<file path="src/rtl/hss_pkg.sv">
// Shared constants and control/status types for the histogram split search.
// No dependencies; used by hss_score_unit and histogram_stump_split_search_top.
package hss_pkg;

   // Default sizes
   localparam int MAX_BINS_DEF    = 256;
   localparam int WEIGHT_BITS_DEF = 32;

   // Accumulator headroom over the weight width
   localparam int ACC_EXTRA = 8;

   // Fixed field widths of the result channel
   localparam int FEATURE_BITS   = 10;
   localparam int BIN_OUT_BITS   = 8;
   localparam int SCORE_OUT_BITS = 41;

   // Control into the score unit
   typedef struct packed {
      logic valid;   // left prefix sum presented this cycle
      logic clear;   // start a new search
   } hss_ctl_type;

   // Status out of the score unit
   typedef struct packed {
      logic busy;      // a split is still in the compare stage
      logic found;     // at least one split evaluated
      logic polarity;  // best split has the heavier left side
   } hss_stat_type;

endpackage

</file>
<file path="src/rtl/hss_score_unit.sv">
// Shared split scoring and best-split tracking for the histogram split search.
// Depends on hss_pkg for control/status types and the feature width.
module hss_score_unit #(
   parameter int ACC_BITS = hss_pkg::WEIGHT_BITS_DEF + hss_pkg::ACC_EXTRA,
   parameter int IDX_BITS = $clog2(hss_pkg::MAX_BINS_DEF)
) (
   input  logic                             clock,
   input  logic                             reset,
   input  hss_pkg::hss_ctl_type             ctl,
   input  logic [IDX_BITS-1:0]              split_bin,
   input  logic [ACC_BITS-1:0]              left_sum,
   input  logic [ACC_BITS-1:0]              total_sum,
   input  logic [hss_pkg::FEATURE_BITS-1:0] feature,
   output hss_pkg::hss_stat_type            stat,
   output logic [hss_pkg::FEATURE_BITS-1:0] top_feature,
   output logic [IDX_BITS-1:0]              top_bin,
   output logic [ACC_BITS:0]                top_score
);

   localparam int DW = ACC_BITS + 2;   // signed difference width
   localparam int SW = ACC_BITS + 1;   // magnitude width

   logic [DW-1:0]       left_ext;
   logic [DW-1:0]       total_ext;
   logic [DW-1:0]       dbl_left;
   logic [DW-1:0]       dpos_in;
   logic [DW-1:0]       dneg_in;

   logic                v1_ff;
   logic [IDX_BITS-1:0] j1_ff;
   logic [DW-1:0]       dpos_ff;
   logic [DW-1:0]       dneg_ff;

   logic                neg;
   logic [SW-1:0]       mag;
   logic                pol;
   logic                take;

   logic                found_ff;
   logic                pol_ff;
   logic [SW-1:0]       score_ff;
   logic [hss_pkg::FEATURE_BITS-1:0] feature_ff;
   logic [IDX_BITS-1:0] bin_ff;

   // Stage 1: 2*left - total and its negation, side by side
   assign left_ext  = {{2{left_sum[ACC_BITS-1]}}, left_sum};
   assign total_ext = {{2{total_sum[ACC_BITS-1]}}, total_sum};
   assign dbl_left  = {left_ext[DW-2:0], 1'b0};
   assign dpos_in   = dbl_left - total_ext;
   assign dneg_in   = total_ext - dbl_left;

   always_ff @(posedge clock) begin
      if (reset) begin
         v1_ff <= 1'b0;
      end else begin
         v1_ff <= ctl.valid;
      end
      j1_ff   <= split_bin;
      dpos_ff <= dpos_in;
      dneg_ff <= dneg_in;
   end

   // Stage 2: pick the magnitude and compare against the best so far
   assign neg  = dpos_ff[DW-1];
   assign mag  = neg ? dneg_ff[SW-1:0] : dpos_ff[SW-1:0];
   assign pol  = !neg && (dpos_ff != '0);
   assign take = v1_ff && (!found_ff || (mag > score_ff));

   always_ff @(posedge clock) begin
      priority if (reset || ctl.clear) begin
         found_ff   <= 1'b0;
         pol_ff     <= 1'b0;
         score_ff   <= '0;
         feature_ff <= '0;
         bin_ff     <= '0;
      end else if (take) begin
         found_ff   <= 1'b1;
         pol_ff     <= pol;
         score_ff   <= mag;
         feature_ff <= feature;
         bin_ff     <= j1_ff;
      end
   end

   assign stat.busy     = v1_ff;
   assign stat.found    = found_ff;
   assign stat.polarity = pol_ff;
   assign top_feature   = feature_ff;
   assign top_bin       = bin_ff;
   assign top_score     = score_ff;

endmodule

</file>
<file path="config.mk">
export PLATFORM = sky130hd
export DESIGN_NAME = hss_score_unit
export DESIGN_NICKNAME = d
export VERILOG_FILES = /design/src/rtl/hss_pkg.sv /design/src/rtl/hss_score_unit.sv
export SDC_FILE = /design/constraint.sdc
export NUM_CORES = 1
export LEC_CHECK = 0
export BUFFER_PORTS_ARGS = -buffer_cell sky130_fd_sc_hd__buf_2
export CORE_ASPECT_RATIO = 1.2
export CORE_MARGIN = 8
export CORE_UTILIZATION = 40
export CTS_CLUSTER_DIAMETER = 150
export DETAILED_ROUTE_END_ITERATION = 6
export MAX_ROUTING_LAYER = met4
export PLACE_DENSITY = 0.67
export SKIP_CTS_REPAIR_TIMING = 1
export SYNTH_ARGS = -nofsm -noshare
export SYNTH_HDL_FRONTEND = slang
export SYNTH_SLANG_ARGS = --single-unit
</file>
<file path="constraint.sdc">
create_clock -name clock -period 3.9 [get_ports clock]
set_input_delay 0.39 -clock clock [delete_from_list [all_inputs] [get_ports clock]]
set_output_delay 0.39 -clock clock [all_outputs]
set_load 0.03 [all_outputs]
</file>
==> results.json <==
{
  "nets": 1590,
  "reg2reg_depth": 13,
  "grt.total_usage_pct": 18.6,
  "avgRoutedWirePerCell_microns": 16.7,
  "grt_overflow": 0,
  "cellLeakagePower_nw": 5.63,
  "pwr_density_cell_mw_per_mm2": 438,
  "grt_pass1_wl_microns": 45200,
  "viasPerCell": 5.24,
  "grt_pass1_vias": 8891,
  "placedInstanceArea_sq_mm": 0.0114,
  "syn_area_per_cell_sq_um": 8.37,
  "synth_commonest_cells": "152 x dfxtp_1, 144 x inv_1, 120 x ha_1, 113 x nor2_1, 108 x a21oi_1",
  "worstPathRequired_ps": 4180,
  "fin_area_sq_mm": 0.0120,
  "cts_tree": "done",
  "fin_tns_setup_ps": 0,
  "row_count": 64,
  "syn_nets": 1452,
  "max-cap-violations": 0,
  "p_switching_mw": 1.69,
  "postSynthCellCount": 1228,
  "max_freq_mhz": 295,
  "comb_power_share_pct": 31.0,
  "synth_top_area_cell": "dfxtp_1",
  "root_buffer": "clkbuf_16",
  "fillers": 2507,
  "hold_ws_ps": 72.7,
  "cp.arrival_ps": 3670,
  "clk_latency_ps": 410,
  "end_kind": "flop",
  "rsz0062_at_grt": "no",
  "clock_path_buffers": 2,
  "crit_family": "compound AO/OA/AOI/OAI gates",
  "r2r-start": "dpos_ff[41]",
  "fp.dieW_microns": 162,
  "synth_seq_cells": 152,
  "drt_wl_total_microns": 28400,
  "dp_hpwl_microns": 23600,
  "io_pins": 164,
  "maxSlewViolCount": 0,
  "drive_gt1_share_pct": 19.1,
  "ant_nets": 0,
  "ir_worst_vdd_uv": 276,
  "routabilityCongestion": 0.931,
  "drt-initial-drc-count": 503,
  "worst-path-buf-inv": 3,
  "clkTransAtPathRegs_ps": 60,
  "switching_share_pct": 32.1,
  "synth_area_leaders": "dfxtp_1 30%, ha_1 15%, mux2i_1 6.0%",
  "top_layer_used": "met4",
  "cts_max_level": 4,
  "ff2ff_setup_slack_ps": 510,
  "core_sq_mm": 0.0254,
  "rr_endpoint": "top_feature[4]",
  "start_util_pct": 40.5,
  "vias": 8951,
  "io_buffers": 163,
  "ys_seq_area_share_pct": 29.6,
  "intPower_mw": 3.57,
  "met3_length_microns": 1240,
  "hold_depth": 1,
  "setup_violations": 0,
  "cp_cell_sequence": "buf_4, buf_4, mux2_2, ha_1, a21o_1, a21o_1, a211oi_1, o21ai_0, a21oi_1, a21oi_4, buf_12, mux2i_1, nor2_1",
  "syn-cell-area_sq_mm": 0.0103,
  "path_class": "flop to flop",
  "met2_length_microns": 12800,
  "ys.flop_type": "dfxtp_1",
  "numCtsBuffers": 17,
  "fin_skew_ps": 16.2,
  "synth_edf_count": 0,
  "grt_start_max_net_pins": 48,
  "post-route-period-util_pct": 86.9,
  "worst_hold_path_type": "input pin to flop",
  "start_kind": "flop",
  "run_status": "finished, final reports clean",
  "yosys.area.top_type_share_pct": 29.6,
  "tightestPinTransition_ps": 656,
  "pwr-share-seq_pct": 36.0,
  "antenna_found_initial": 0,
  "syn_to_final_growth_pct": 16.9,
  "slowest_stage": "mux2_2",
  "clockPowerShare_pct": 33.0,
  "first_pass_iters": 5,
  "crit_cells": 13,
  "max_stage_delay_ps": 370,
  "hold_end": "j1_ff[0]",
  "critPathMaxFanout": 47,
  "relSlewSlack_pct": 55.8,
  "n_antenna_cell": 0,
  "hold_start": "split_bin[0]",
  "finalHoldViolCount": 0,
  "finalCriticalPeriod_ps": 3390,
  "synthArstFlopShare_pct": 0,
  "met1Wirelength_microns": 13100,
  "die_y_microns": 192,
  "design.die.area_sq_mm": 0.0311,
  "route.detailed.drc": 0,
  "yosys_warnings": 0,
  "post-synth-top-count-cell": "dfxtp_1",
  "ys_types": 65,
  "cts_sinks": 152
}
## layout by cell type, fill, tap and decap left out, drive strengths merged, types with 6 or more instances in the layout
cell / instances
a211oi: 10
a21o: 42
a21oi: 108
a31oi: 11
and2: 6
buf: 178
clkbuf: 18
dfxtp: 152
ha: 120
inv: 148
mux2: 40
mux2i: 62
nand2: 61
nand2b: 9
nand3: 7
nand4: 23
nor2: 113
nor2b: 9
nor3: 14
nor4: 18
o21a: 12
o21ai: 61
o21bai: 14
xnor2: 41
xor2: 28
## how the worst max path moves through the flow
stage,start,endpoint,slack (ps)
after CTS,dpos_ff[41],top_feature[4],510
final,dpos_ff[41],top_feature[4],510
after global routing,dpos_ff[41],top_score[34],330
after floorplan,dpos_ff[41],top_score[0],710
after detailed placement,dpos_ff[41],top_feature[4],530
after global placement,left_sum[1],dpos_ff[32],570
## sequential cells by signal (all words and copies together) (netlist names)
name and count:
v1_ff 1, top_bin 8, j1_ff 8, top_feature 10, found_ff 1, dpos_ff 41
top_score 41, dneg_ff 41, pol_ff 1
## layout make-up
class	instances	area, sq um	area share (%)
Multi-Input combinational cell	873	6450	53.7
Clock buffer	18	439	3.65
Inverter	144	541	4.50
Clock inverter	13	193	1.60
Tap cell	330	413	3.43
Timing Repair Buffer	178	941	7.83
Sequential cell	152	3040	25.3
## power groups by stage
stage / Sequential (mW) / Combinational (mW) / Clock (mW)
after global placement: 1.93 / 1.59 / 0
after floorplan: 1.91 / 1.15 / 0
after detailed placement: 1.93 / 1.62 / 0
after global routing: 1.92 / 1.82 / 1.85
final: 1.90 / 1.63 / 1.73
after CTS: 1.90 / 1.63 / 1.78
## per-layer routing
layer	vias up	global-route usage [%]
met2	260	29.5
met4	0	9.63
met1	4120	22.7
li1	4525	-
met3	46	2.77
met5	-	-
## through the flow
step | util (%) | total power [mW] | setup slack, ps | cells
floorplan | - | 3.06 | 710 | 1228
global placement | 44.9 | 3.52 | 573 | 1677
detailed placement | 44.9 | 3.55 | 534 | 1677
CTS | 47.4 | 5.31 | 512 | 1708
global route | 47.4 | 5.59 | 328 | 1708
finish | 47.4 | 5.26 | 511 | 1708
## cell families (layout without fill, tap and decap cells)
logic type / after synthesis / after routing / synth area share [%]
AOI/OAI and AO/OA: 304 / 304 / 18.7
and+or+nand+nor: 276 / 276 / 12.7
buffers and inverters: 203 / 353 / 7.79
DFF: 152 / 152 / 29.6
adders and majority gates: 122 / 122 / 15.0
muxes: 102 / 102 / 10.4
xor gates and xnor gates: 69 / 69 / 5.88
No activity file was read; power rests on OpenSTA's default activity.
